==> src/hdl/tsp_pkg.sv <==
`timescale 1ns / 1ps
`default_nettype none
// ----------------------------------------------------------------------------
// tsp_pkg: shared types and constants of the typed slot pool
// Request codes, beat layouts and the control bundles between the sequencer
// and its storage blocks.
// ----------------------------------------------------------------------------
package tsp_pkg;

  // Default sizes
  localparam int LARGE_SLOTS_DEF = 16;
  localparam int SMALL_SLOTS_DEF = 2;
  localparam int LIST_SLOTS_DEF  = 32;

  // Fixed field widths
  localparam int REQ_W  = 2;
  localparam int SLOT_W = 4;
  localparam int POS_W  = 5;
  // Scan counter: one more bit than a list position so it can hold the list size
  localparam int CNT_W  = POS_W + 1;

  // Request codes
  localparam logic [REQ_W-1:0] REQ_ALLOC = 2'd0;
  localparam logic [REQ_W-1:0] REQ_FREE  = 2'd1;
  localparam logic [REQ_W-1:0] REQ_WALK  = 2'd2;

  // Input beat
  typedef struct packed {
    logic [REQ_W-1:0]  req_type;
    logic              pool_kind;
    logic [SLOT_W-1:0] slot_index;
  } in_item_t;

  // Result beat
  typedef struct packed {
    logic              ok;
    logic              out_kind;
    logic [SLOT_W-1:0] out_slot;
    logic              listed;
    logic [POS_W-1:0]  list_position;
    logic              last;
  } out_item_t;

  // In-use bit update
  typedef struct packed {
    logic              set;
    logic              clr;
    logic              kind;
    logic [SLOT_W-1:0] idx;
  } pool_ctrl_t;

  // Active list update
  typedef struct packed {
    logic              wr;
    logic              clr;
    logic [POS_W-1:0]  idx;
    logic              kind;
    logic [SLOT_W-1:0] slot;
  } list_ctrl_t;

  // One active list entry as read
  typedef struct packed {
    logic              valid;
    logic              kind;
    logic [SLOT_W-1:0] slot;
  } list_entry_t;

endpackage
`default_nettype wire

==> src/hdl/tsp_pool.sv <==
`timescale 1ns / 1ps
`default_nettype none
// ----------------------------------------------------------------------------
// tsp_pool: in-use bits of the large and small slot pools
// One read port at a sequencer-chosen slot, one set/clear write port.
// Slots beyond a pool's size read as busy and ignore writes.
// ----------------------------------------------------------------------------
module tsp_pool #(
  parameter int LARGE_SLOTS = tsp_pkg::LARGE_SLOTS_DEF,
  parameter int SMALL_SLOTS = tsp_pkg::SMALL_SLOTS_DEF
) (
  input  wire                         clk,
  input  wire                         rst_n,
  input  wire                         rd_kind,
  input  wire  [tsp_pkg::SLOT_W-1:0]  rd_idx,
  output logic                        rd_busy,
  input  tsp_pkg::pool_ctrl_t         ctrl
);

  localparam int LW = (LARGE_SLOTS > 1) ? $clog2(LARGE_SLOTS) : 1;
  localparam int SW = (SMALL_SLOTS > 1) ? $clog2(SMALL_SLOTS) : 1;
  localparam logic [tsp_pkg::SLOT_W:0] LARGE_END = (tsp_pkg::SLOT_W+1)'(LARGE_SLOTS);
  localparam logic [tsp_pkg::SLOT_W:0] SMALL_END = (tsp_pkg::SLOT_W+1)'(SMALL_SLOTS);

  logic [LARGE_SLOTS-1:0] large_r;
  logic [SMALL_SLOTS-1:0] small_r;

  logic rd_in_large, rd_in_small, wr_in_large, wr_in_small;

  // range checks
  assign rd_in_large = ({1'b0, rd_idx} < LARGE_END);
  assign rd_in_small = ({1'b0, rd_idx} < SMALL_END);
  assign wr_in_large = ({1'b0, ctrl.idx} < LARGE_END);
  assign wr_in_small = ({1'b0, ctrl.idx} < SMALL_END);

  // read port
  always_comb begin
    if (rd_kind) begin
      rd_busy = rd_in_small ? small_r[rd_idx[SW-1:0]] : 1'b1;
    end else begin
      rd_busy = rd_in_large ? large_r[rd_idx[LW-1:0]] : 1'b1;
    end
  end

  // bit update
  always_ff @(posedge clk) begin
    if (!rst_n) begin
      large_r <= '0;
      small_r <= '0;
    end else if (ctrl.set || ctrl.clr) begin
      if (!ctrl.kind && wr_in_large) begin
        large_r[ctrl.idx[LW-1:0]] <= ctrl.set;
      end
      if (ctrl.kind && wr_in_small) begin
        small_r[ctrl.idx[SW-1:0]] <= ctrl.set;
      end
    end
  end

endmodule
`default_nettype wire

==> src/hdl/tsp_list.sv <==
`timescale 1ns / 1ps
`default_nettype none
// ----------------------------------------------------------------------------
// tsp_list: active list of handles
// Valid bits in resettable flops; handle fields are plain storage.
// One read port at the scan position, one write/clear port.
// ----------------------------------------------------------------------------
module tsp_list #(
  parameter int LIST_SLOTS = tsp_pkg::LIST_SLOTS_DEF
) (
  input  wire                        clk,
  input  wire                        rst_n,
  input  wire  [tsp_pkg::POS_W-1:0]  rd_idx,
  output tsp_pkg::list_entry_t       rd_entry,
  input  tsp_pkg::list_ctrl_t        ctrl
);

  localparam int PW = (LIST_SLOTS > 1) ? $clog2(LIST_SLOTS) : 1;

  logic [LIST_SLOTS-1:0]     valid_r;
  logic                      kind_r [LIST_SLOTS];
  logic [tsp_pkg::SLOT_W-1:0] slot_r [LIST_SLOTS];

  // read port; the sequencer uses only entries read at positions inside the list
  assign rd_entry.valid = valid_r[rd_idx[PW-1:0]];
  assign rd_entry.kind  = kind_r[rd_idx[PW-1:0]];
  assign rd_entry.slot  = slot_r[rd_idx[PW-1:0]];

  // valid bits
  always_ff @(posedge clk) begin
    if (!rst_n) begin
      valid_r <= '0;
    end else if (ctrl.wr) begin
      valid_r[ctrl.idx[PW-1:0]] <= 1'b1;
    end else if (ctrl.clr) begin
      valid_r[ctrl.idx[PW-1:0]] <= 1'b0;
    end
  end

  // handle fields, only meaningful while valid
  always_ff @(posedge clk) begin
    if (ctrl.wr) begin
      kind_r[ctrl.idx[PW-1:0]] <= ctrl.kind;
      slot_r[ctrl.idx[PW-1:0]] <= ctrl.slot;
    end
  end

endmodule
`default_nettype wire

==> src/hdl/typed_slot_pool_with_active_list.sv <==
`timescale 1ns / 1ps
`default_nettype none
// ----------------------------------------------------------------------------
// typed_slot_pool_with_active_list: slot allocator with a shared active list
// Two in-use bitmaps (large and small kind) and a handle list, driven by a
// scan sequencer stepping a slot or list position per cycle if no beat waits.
// ----------------------------------------------------------------------------
// Usage: one request at a time; in_stall is high from the beat after a request
// is taken until its final result beat is taken. Each scan step goes through
// the single compare path of the sequencer. An allocate scans the chosen pool
// for its lowest free slot, then the list for its lowest empty position. A
// free scans the list for the matching handle. A walk scans all LIST_SLOTS
// positions plus one end step, and out_stall can hold any result beat.
// Request code 3 is taken and dropped with no result.
// ----------------------------------------------------------------------------
module typed_slot_pool_with_active_list #(
  parameter int LARGE_SLOTS = tsp_pkg::LARGE_SLOTS_DEF,
  parameter int SMALL_SLOTS = tsp_pkg::SMALL_SLOTS_DEF,
  parameter int LIST_SLOTS  = tsp_pkg::LIST_SLOTS_DEF
) (
  input  wire                 clk,
  input  wire                 rst_n,
  input  wire                 in_valid,
  output logic                in_stall,
  input  tsp_pkg::in_item_t   in_data,
  output logic                out_valid,
  input  wire                 out_stall,
  output tsp_pkg::out_item_t  out_data
);

  localparam logic [tsp_pkg::CNT_W-1:0] LIST_END  = tsp_pkg::CNT_W'(LIST_SLOTS);
  localparam logic [tsp_pkg::CNT_W-1:0] LARGE_END = tsp_pkg::CNT_W'(LARGE_SLOTS);
  localparam logic [tsp_pkg::CNT_W-1:0] SMALL_END = tsp_pkg::CNT_W'(SMALL_SLOTS);
  localparam logic [tsp_pkg::CNT_W-1:0] CNT_ONE   = tsp_pkg::CNT_W'(1);

  typedef enum logic [1:0] {S_IDLE, S_POOL, S_LIST, S_OUT} state_t;

  // walk entry held back until we know whether it is the last one
  typedef struct packed {
    logic                       valid;
    logic                       kind;
    logic [tsp_pkg::SLOT_W-1:0] slot;
    logic [tsp_pkg::POS_W-1:0]  pos;
  } pend_t;

  state_t                       state_r, state_nxt;
  logic [tsp_pkg::CNT_W-1:0]    idx_r, idx_nxt;
  logic [tsp_pkg::REQ_W-1:0]    req_r, req_nxt;
  logic                         kind_r, kind_nxt;
  logic [tsp_pkg::SLOT_W-1:0]   slot_r, slot_nxt;
  pend_t                        pend_r, pend_nxt;
  tsp_pkg::out_item_t           out_r, out_nxt;
  logic                         out_valid_r, out_valid_nxt;

  tsp_pkg::pool_ctrl_t          pool_ctrl;
  tsp_pkg::list_ctrl_t          list_ctrl;
  tsp_pkg::list_entry_t         entry;
  logic                         pool_busy;
  logic [tsp_pkg::CNT_W-1:0]    pool_end;
  logic                         list_at_end;
  logic                         handle_hit;
  logic [tsp_pkg::POS_W-1:0]    scan_pos;

  // storage
  tsp_pool #(
    .LARGE_SLOTS (LARGE_SLOTS),
    .SMALL_SLOTS (SMALL_SLOTS)
  ) u_pool (
    .clk     (clk),
    .rst_n   (rst_n),
    .rd_kind (kind_r),
    .rd_idx  (idx_r[tsp_pkg::SLOT_W-1:0]),
    .rd_busy (pool_busy),
    .ctrl    (pool_ctrl)
  );

  tsp_list #(
    .LIST_SLOTS (LIST_SLOTS)
  ) u_list (
    .clk      (clk),
    .rst_n    (rst_n),
    .rd_idx   (scan_pos),
    .rd_entry (entry),
    .ctrl     (list_ctrl)
  );

  // shared compare path
  assign scan_pos    = idx_r[tsp_pkg::POS_W-1:0];
  assign pool_end    = kind_r ? SMALL_END : LARGE_END;
  assign list_at_end = (idx_r == LIST_END);
  assign handle_hit  = entry.valid && (entry.kind == kind_r) && (entry.slot == slot_r);

  assign in_stall  = (state_r != S_IDLE);
  assign out_valid = out_valid_r;
  assign out_data  = out_r;

  // sequencer
  always_comb begin
    state_nxt     = state_r;
    idx_nxt       = idx_r;
    req_nxt       = req_r;
    kind_nxt      = kind_r;
    slot_nxt      = slot_r;
    pend_nxt      = pend_r;
    out_nxt       = out_r;
    out_valid_nxt = out_valid_r;
    pool_ctrl     = '0;
    list_ctrl     = '0;

    case (state_r)
      S_IDLE: begin
        if (in_valid) begin
          req_nxt  = in_data.req_type;
          kind_nxt = in_data.pool_kind;
          slot_nxt = in_data.slot_index;
          idx_nxt  = '0;
          pend_nxt = '0;
          case (in_data.req_type)
            tsp_pkg::REQ_ALLOC: state_nxt = S_POOL;
            tsp_pkg::REQ_FREE: begin
              // in-use bit drops regardless of the list search
              pool_ctrl.clr  = 1'b1;
              pool_ctrl.kind = in_data.pool_kind;
              pool_ctrl.idx  = in_data.slot_index;
              state_nxt      = S_LIST;
            end
            tsp_pkg::REQ_WALK: state_nxt = S_LIST;
            default: ;
          endcase
        end
      end

      // lowest free slot of the chosen kind
      S_POOL: begin
        if (idx_r == pool_end) begin
          out_nxt       = '0;
          out_nxt.last  = 1'b1;
          out_valid_nxt = 1'b1;
          state_nxt     = S_OUT;
        end else if (!pool_busy) begin
          pool_ctrl.set  = 1'b1;
          pool_ctrl.kind = kind_r;
          pool_ctrl.idx  = idx_r[tsp_pkg::SLOT_W-1:0];
          slot_nxt       = idx_r[tsp_pkg::SLOT_W-1:0];
          idx_nxt        = '0;
          state_nxt      = S_LIST;
        end else begin
          idx_nxt = idx_r + CNT_ONE;
        end
      end

      // list scan: empty position, matching handle or next listed entry
      S_LIST: begin
        case (req_r)
          tsp_pkg::REQ_ALLOC: begin
            if (list_at_end) begin
              out_nxt          = '0;
              out_nxt.ok       = 1'b1;
              out_nxt.out_kind = kind_r;
              out_nxt.out_slot = slot_r;
              out_nxt.last     = 1'b1;
              out_valid_nxt    = 1'b1;
              state_nxt        = S_OUT;
            end else if (!entry.valid) begin
              list_ctrl.wr          = 1'b1;
              list_ctrl.idx         = scan_pos;
              list_ctrl.kind        = kind_r;
              list_ctrl.slot        = slot_r;
              out_nxt.ok            = 1'b1;
              out_nxt.out_kind      = kind_r;
              out_nxt.out_slot      = slot_r;
              out_nxt.listed        = 1'b1;
              out_nxt.list_position = scan_pos;
              out_nxt.last          = 1'b1;
              out_valid_nxt         = 1'b1;
              state_nxt             = S_OUT;
            end else begin
              idx_nxt = idx_r + CNT_ONE;
            end
          end
          tsp_pkg::REQ_FREE: begin
            if (list_at_end) begin
              out_nxt          = '0;
              out_nxt.out_kind = kind_r;
              out_nxt.out_slot = slot_r;
              out_nxt.last     = 1'b1;
              out_valid_nxt    = 1'b1;
              state_nxt        = S_OUT;
            end else if (handle_hit) begin
              list_ctrl.clr         = 1'b1;
              list_ctrl.idx         = scan_pos;
              out_nxt.ok            = 1'b1;
              out_nxt.out_kind      = kind_r;
              out_nxt.out_slot      = slot_r;
              out_nxt.listed        = 1'b0;
              out_nxt.list_position = scan_pos;
              out_nxt.last          = 1'b1;
              out_valid_nxt         = 1'b1;
              state_nxt             = S_OUT;
            end else begin
              idx_nxt = idx_r + CNT_ONE;
            end
          end
          default: begin
            // walk: emit the held entry when the next one shows up or the scan ends
            if (list_at_end) begin
              out_nxt      = '0;
              out_nxt.last = 1'b1;
              if (pend_r.valid) begin
                out_nxt.ok            = 1'b1;
                out_nxt.out_kind      = pend_r.kind;
                out_nxt.out_slot      = pend_r.slot;
                out_nxt.listed        = 1'b1;
                out_nxt.list_position = pend_r.pos;
              end
              out_valid_nxt = 1'b1;
              state_nxt     = S_OUT;
            end else begin
              idx_nxt = idx_r + CNT_ONE;
              if (entry.valid) begin
                pend_nxt.valid = 1'b1;
                pend_nxt.kind  = entry.kind;
                pend_nxt.slot  = entry.slot;
                pend_nxt.pos   = scan_pos;
                if (pend_r.valid) begin
                  out_nxt.ok            = 1'b1;
                  out_nxt.out_kind      = pend_r.kind;
                  out_nxt.out_slot      = pend_r.slot;
                  out_nxt.listed        = 1'b1;
                  out_nxt.list_position = pend_r.pos;
                  out_nxt.last          = 1'b0;
                  out_valid_nxt         = 1'b1;
                  state_nxt             = S_OUT;
                end
              end
            end
          end
        endcase
      end

      // hold the beat until taken; a walk resumes its scan
      S_OUT: begin
        if (!out_stall) begin
          out_valid_nxt = 1'b0;
          state_nxt     = out_r.last ? S_IDLE : S_LIST;
        end
      end

      default: state_nxt = S_IDLE;
    endcase
  end

  // state and registered outputs
  always_ff @(posedge clk) begin
    if (!rst_n) begin
      state_r     <= S_IDLE;
      out_valid_r <= 1'b0;
    end else begin
      state_r     <= state_nxt;
      out_valid_r <= out_valid_nxt;
      idx_r       <= idx_nxt;
      req_r       <= req_nxt;
      kind_r      <= kind_nxt;
      slot_r      <= slot_nxt;
      pend_r      <= pend_nxt;
      out_r       <= out_nxt;
    end
  end

endmodule
`default_nettype wire

==> config.mk <==
export PLATFORM = sky130hd
export DESIGN_NAME = typed_slot_pool_with_active_list
export DESIGN_NICKNAME = d
export VERILOG_FILES = /design/src/hdl/tsp_pkg.sv /design/src/hdl/tsp_pool.sv /design/src/hdl/tsp_list.sv /design/src/hdl/typed_slot_pool_with_active_list.sv
export SDC_FILE = /design/constraint.sdc
export NUM_CORES = 1
export LEC_CHECK = 0
export BUFFER_PORTS_ARGS = -buffer_cell sky130_fd_sc_hd__buf_2
export CAP_MARGIN = 20
export CORE_MARGIN = 2
export CORE_UTILIZATION = 40
export DETAILED_ROUTE_END_ITERATION = 16
export PLACE_DENSITY_LB_ADDON = 0.08
export RECOVER_POWER = 100
export SLEW_MARGIN = 10
export SYNTH_ARGS = -nofsm -noshare
export SYNTH_HDL_FRONTEND = slang
export SYNTH_SLANG_ARGS = --single-unit
==> constraint.sdc <==
create_clock -name clk -period 5.3 [get_ports clk]
set_input_delay 1.06 -clock clk [delete_from_list [all_inputs] [get_ports clk]]
set_output_delay 1.06 -clock clk [all_outputs]
set_load 0.02 [all_outputs]
==> results.md, run 1 <==
- Outcome: finished with violations
- Failing checks: max-capacitance violations, max-slew violations
- Met2 wire len: 14.9 mm
- Max-Cap Viols: 1
- First-pass DRT Iterations: 6
- Root Buffer: clkbuf_16
- Crit Path Max Fanout: 35
- Die area: 30100 um2
- Wirelength, routed: 31.3 mm
- Pwr per Cell Area: 437 nW/um2
- CTS tree: yes
- Core Rows: 62
- Final std cells w/o fill: 1338
- Ranking of synthesized cells by area: edfxtp_1 51%, dfxtp_1 10%, mux2i_1 8.4%, mux4_2 2.9%, nand2_1 2.7%
- F_max: 0.207 GHz
- Top Metal Used: met4
- Starting Density: 40.4%
- GRT Total Usage: 20.6%
- DRT iter0 DRCs: 800
- Final nets: 956
- Global-route wire length before repair: 47.7 mm
- TritonCTS Buffers: 27
- Inserted Diodes: 0
- Post-route minimum period: 4.82 ns
- Cts repair resizes: 0
- Hold Crit Class: flip-flop to flip-flop
- Fin util: 44.8%
- EDFF count, synth: 197
- Syn Nets: 930
- H-tree level count: 1
- Core ar.: 28500 um2
- Fraction of layout instances using a drive strength above 1: 8.18%
- # DRC: 0
- Vias: 7731
- Sequential area share after synthesis: 61.6%
- Seq. cell area: 7080 um2
- Leading area contributor after synthesis: edfxtp_1
- Initial antenna violation count: 0
- Fill cells: 2661
- CTS sink count: 255
- Placer Congestion: 0.905
- Slew @ Worst Pin: 2.31 ns
- Endpoint type of the worst setup path: flip-flop
- Cells after DPL: 1291
- DRT met1 WL: 13.4 mm
- Area Overhead vs Synth: 11.0%
- Mapped Cells: 910
- Warnings from Yosys: 0
- Wire length on met3: 2.12 mm
- Via density per instance: 5.78
- Antenna Nets Post-Route: 0
- Post-synth cell types: 63
- Hold buffer count at cts: 0
- Async S/R FF share, synth: 0%
- Final hold vios: 0
- Critical Path RT: 5.51 ns
- Vias in the first global route: 7778
- Multi-input gate area: 3990 um2
- Die X: 174 um
- Longest Clk Path Bufs: 3
- Setup TNS: 0 ns
- Largest net degree at the start of global routing: 53
- Synth top cells by count: 197 x edfxtp_1, 96 x mux2i_1, 82 x nand2_1
- Post-detail-place hpwl: 21.3 mm
- Mapped Area: 11500 um2
- Post-CTS setup repair buffer count: 0
- Leak: 4.31 nW
- DIE HEIGHT: 174 um
- Crit path DAT: 5.03 ns
- WL/cell: 23.4 um
- Type of the worst setup path: flip-flop to flip-flop
- Max VDD drop: 0.318 mV
- # IOs: 26
- Minimum hold slack: 0.460 ns
- GRT overflow: 0
- Clk slew on worst S/H paths: 0.06 ns
- Final setup viols: 0
- Post-synth top flop: edfxtp_1
- FF+latch count, synth: 255
- Clock Latency Late Sink: 0.54 ns
- Syn avg cell area: 12.6 um2
- Final worst path period share: 91.0%
- RSZ-0062 raised after global routing: no
- Crit start category: flip-flop
- Port Buf Inserts: 25
- Count leader, synth: edfxtp_1
- Max Slew Vio Count: 53
- Share of the synthesized area in the top cell type: 51.5%
- Max Clock Skew: 0.0245 ns
- Max-slew headroom: -53.7%
-- report_power, final --
part           total, mW  switching, mW  internal [mW]  leakage (nW)
combinational       1.35          0.915          0.436          1.74
sequential          2.47          0.159           2.31          2.19
clock               1.76          0.736           1.02         0.387
total               5.58           1.81           3.77          4.31
-- critical path, stage by stage (launching register included) --
cell and delay [ns]:
dfxtp_4 0.73, clkbuf_1 0.51, mux2i_1 0.18, a22oi_1 0.27
a21oi_1 0.14, nor4_1 0.74, xor2_1 0.19, a211o_1 0.33
o31ai_1 0.78, nand3_1 0.33, inv_1 0.28
-- cell usage in the layout, fill, tap and decap left out, types with 4 or more instances in the layout --
cell / n
a211oi_1: 5
a21oi_1: 40
a22oi_1: 38
a31oi_1: 5
and2_0: 5
and2_1: 4
and3_1: 8
buf_2: 7
buf_4: 6
clkbuf_1: 44
clkbuf_16: 27
clkbuf_2: 6
clkinv_1: 8
dfxtp_1: 57
edfxtp_1: 197
ha_1: 9
inv_1: 33
mux2_2: 5
mux2i_1: 96
mux4_2: 15
nand2_1: 82
nand2b_1: 5
nand3_1: 28
nand4_1: 4
nor2_1: 50
nor2b_1: 8
nor3_1: 24
nor4_1: 9
o21a_1: 13
o21ai_0: 22
o311ai_0: 5
o31ai_1: 16
o41a_1: 10
or3_1: 8
xnor2_1: 5
-- layout make-up --
cell class / instances / share of cell area [%]
clock buffer: 33 / 5.47
sequential: 255 / 55.5
inverter: 34 / 1.00
timing repair buffer: 58 / 2.14
clock inverter: 14 / 0.892
tap: 384 / 3.77
multi-input combinational: 560 / 31.2
-- logic make-up (layout without fill, tap and decap cells) --
group | count (synthesis) | after routing | synth area share [%]
multiplexers | 117 | 117 | 11.9
AND/OR/NAND/NOR | 244 | 244 | 10.1
XOR/XNOR | 7 | 7 | 0.533
flip-flops | 255 | 255 | 61.6
AO/OA/AOI/OAI | 183 | 183 | 11.3
buffers and inverters | 95 | 139 | 3.65
adder cells (fa/ha/maj) | 9 | 9 | 0.979
-- per-layer routing --
layer	track usage (%)	vias to the layer above
met4	6.14	0
met3	4.06	61
met1	27.8	3862
met2	34.0	281
li1	-	3527
met5	0	-
-- path summary, 6_finish.rpt --
check / to / slack (ns) / cells after the start / startpoint
worst max-delay path: u_list.slot_r[20][0] / 0.48 / 10 / flip-flop
worst min-delay path: u_pool.small_r[0] / 0.46 / 2 / u_pool.small_r[0]
worst max register to register: u_list.slot_r[20][0] / 0.48 / 10 / flip-flop
worst min register to register: u_pool.small_r[0] / 0.46 / 2 / u_pool.small_r[0]
-- stage by stage --
stage | cell area (um2) | setup slack, ns | power [mW]
final | 12800 | 0.478 | 5.58
after global routing | 12800 | 0.144 | 5.83
after CTS | 12900 | 0.620 | 5.65
after detailed placement | 12100 | 0.643 | 3.89
after global placement | 12100 | 0.768 | 3.87
after floorplan | 11500 | 1.23 | 3.41
(Power assumes the default switching activity.)
==> inputs of run 2 (changes only) <==
- CORE_ASPECT_RATIO: not set -> 1.75
==> run 2 against run 1 <==
Net effect:
- the run still ends with max-capacitance violations, max-slew violations left
- via count shrank 0.87%
- cell area grew 0.19%
- clock power increased by 3%
- final cell count decreased by 0.60%
- total power rose by 1.1%
- setup slack improved by 0.0082 ns
- highest routed layer unchanged
==> results.md, run 2 (synthesized netlist as in run 1, its figures left out) <==
- Cells after DPL: 1286 (-0.39%)
- Switching power: 1.86 mW (+3.0%)
- Crit Path Max Fanout: 32 (-8.6%)
- Met3 Use GR: 2.31% (-1.7 points)
- Internal power: 3.78 mW (+0.22%)
- F_max: 0.208 GHz (+0.17%)
- Via density per instance: 5.76 (-0.27%)
- Met2 track demand over resource: 42.7% (+8.8 points)
- Worst path bufs/invs: 1 (-1)
- Worst path slowest cell: clkbuf_1
- Slowest stage delay, CP: 1.30 ns (+0.52 ns)
- Post-route minimum period: 4.81 ns (-0.00825 ns)
- Crit start category: flip-flop
- Fin util: 45.0% (+0.16 points)
- CTS tree: yes
- Setup WS post-layout: 0.486 ns (+0.00825 ns)
- Root Buffer: clkbuf_16
- Max-Cap Viols: 2 (+1)
- Die X: 132 um (-24%)
- FF-to-FF setup slack: 0.49 ns (about the same)
- GRT Total Usage: 21.3% (+0.64 points)
- Max VDD drop: 0.396 mV (+25%)
- Port Buf Inserts: 25 (unchanged)
- WL/cell: 24.1 um (+3.1%)
- Largest net degree at the start of global routing: 52 (-1.9%)
- Hold buffer count at cts: 0 (unchanged)
- Max-slew headroom: -64.3% (-11 points)
- Antenna Nets Post-Route: 0 (unchanged)
- Fraction of layout instances using a drive strength above 1: 9.45% (+1.3 points)
- Endpoint type of the worst setup path: flip-flop
- Vias: 7664 (-0.87%)
- TritonCTS Buffers: 24 (-11%)
- Type of the worst setup path: flip-flop to flip-flop
- GR peak layer: met2
- Slew @ Worst Pin: 2.46 ns (+0.158 ns)
- Inserted Diodes: 0 (unchanged)
- Leak: 4.33 nW (+0.32%)
- Crit path cell chain: mux4_2, mux4_2, mux2_1, or3_1, nor3_2, clkbuf_1
- # IOs: 26 (unchanged)
- Post-detail-place hpwl: 23.1 mm (+8.3%)
- Setup TNS: 0 ns (unchanged)
- Placed cell area: 12100 um2 (about the same)
- Most common cell after layout, fill and taps aside: edfxtp_1
- Area Overhead vs Synth: 11.2%
- Critical Path RT: 5.37 ns (-0.14 ns)
- Post-CTS setup repair buffer count: 0 (unchanged)
- Crit path DAT: 4.89 ns (-0.14 ns)
- Outcome: finished with violations
- M1 GR Usage: 22.7% (-5.1 points)
- Sequential Power Share: 43.9% (-0.4 points)
- Vias in the first global route: 8079 (+3.9%)
- Most frequent cells in the layout: 197 x edfxtp_1, 96 x mux2i_1, 82 x nand2_1
- Final hold vios: 0 (unchanged)
- CTS sink count: 255 (unchanged)
- Wirelength, routed: 32.1 mm (+2.5%)
- Clk slew on worst S/H paths: 0.07 ns (about the same)
- Final worst path period share: 90.8% (-0.16 points)
- Max Clock Skew: 0.0129 ns (-0.0116 ns)
- RSZ-0062 raised after global routing: no
- Clock Latency Late Sink: 0.53 ns (about the same)
- Switching share of power: 33.0% (+0.61 points)
- Top delay family on crit path: multiplexers
- Initial antenna violation count: 0 (unchanged)
- Starting Density: 40.5% (+0.071 points)
- Most Frequent Cell on Critical Path: mux4_2
- Post-route cell area: 12800 um2 (+0.19%)
- Core ar.: 28400 um2 (-0.18%)
- DIE HEIGHT: 228 um (+32%)
- Final std cells w/o fill: 1330 (-0.60%)
- DP Worst Slack: 0.620 ns (-0.0228 ns)
- Final nets: 954 (-0.21%)
- Placer Congestion: 0.960 (+6.1%)
- Failing checks: max-capacitance violations, max-slew violations
- Cts repair resizes: 0 (unchanged)
- H-tree level count: 1 (unchanged)
- First-pass DRT Iterations: 5 (-1)
- Fill cells: 2641 (-0.75%)
- Pwr per Cell Area: 442 nW/um2 (+0.94%)
- Max Slew Vio Count: 85 (+60%)
- Hold Crit Class: flip-flop to flip-flop
- Core Rows: 82 (+32%)
- Gate power share: 24.1% (about the same)
- DRT iter0 DRCs: 626 (-22%)
- GRT overflow: 0 (unchanged)
- Die area: 30200 um2 (+0.17%)
- Longest Clk Path Bufs: 3 (unchanged)
- Global-route wire length before repair: 48.8 mm (+2.2%)
- Final setup viols: 0 (unchanged)
- # DRC: 0 (unchanged)
- Part of the power in the clock network: 32.0% (+0.5 points)
run 2: cell types whose count changed in the layout (fill, tap and decap cells not counted), sizes merged:
cell and change:
clkinv +3, buf +4, clkbuf -10, bufinv +1
run 2: power groups by stage:
stage	Combinational (mW)	Clock [mW]	Sequential, mW
6_report	1.36	1.81	2.48
5_1_grt	1.47	1.92	2.50
4_1_cts	1.40	1.84	2.47
3_5_place_dp	1.39	0	2.52
3_3_place_gp	1.38	0	2.51
2_1_floorplan	0.982	0	2.43
run 2: cell type report:
type	count	area [um2]	share of cell area, %
inverter	34	128	0.998
multi-input combinational	560	4000	31.2
sequential	255	7080	55.4
tap	378	473	3.70
clock inverter	18	193	1.51
timing repair buffer	59	277	2.16
clock buffer	26	639	5.00
run 2: path summary, 6_finish.rpt:
path,start,end,cells after the start
setup / recovery,idx_r[1],u_list.kind_r[29],6
hold / removal,u_pool.large_r[15],u_pool.large_r[15],2
setup reg to reg,idx_r[1],u_list.kind_r[29],6
hold reg to reg,u_pool.large_r[15],u_pool.large_r[15],2
run 2: per-stage QoR:
stage	total power, mW	hold slack [ns]
after floorplan	3.41	0.432
after global routing	5.88	0.485
after global placement	3.89	0.443
after CTS	5.71	0.463
after detailed placement	3.91	0.453
final	5.65	0.462
run 2: metal layers:
metal / wire length, um / up-vias
li1: - / 3509
met1: 11500 / 3884
met2: 18600 / 218
met3: 1260 / 53
met4: 708 / 0
met5: 0 / -
run 2: worst min-delay path, cell delays in order (launching register included):
cell	delay, ns
dfxtp_1	0.31
nand2_1	0.05
mux2i_1	0.06
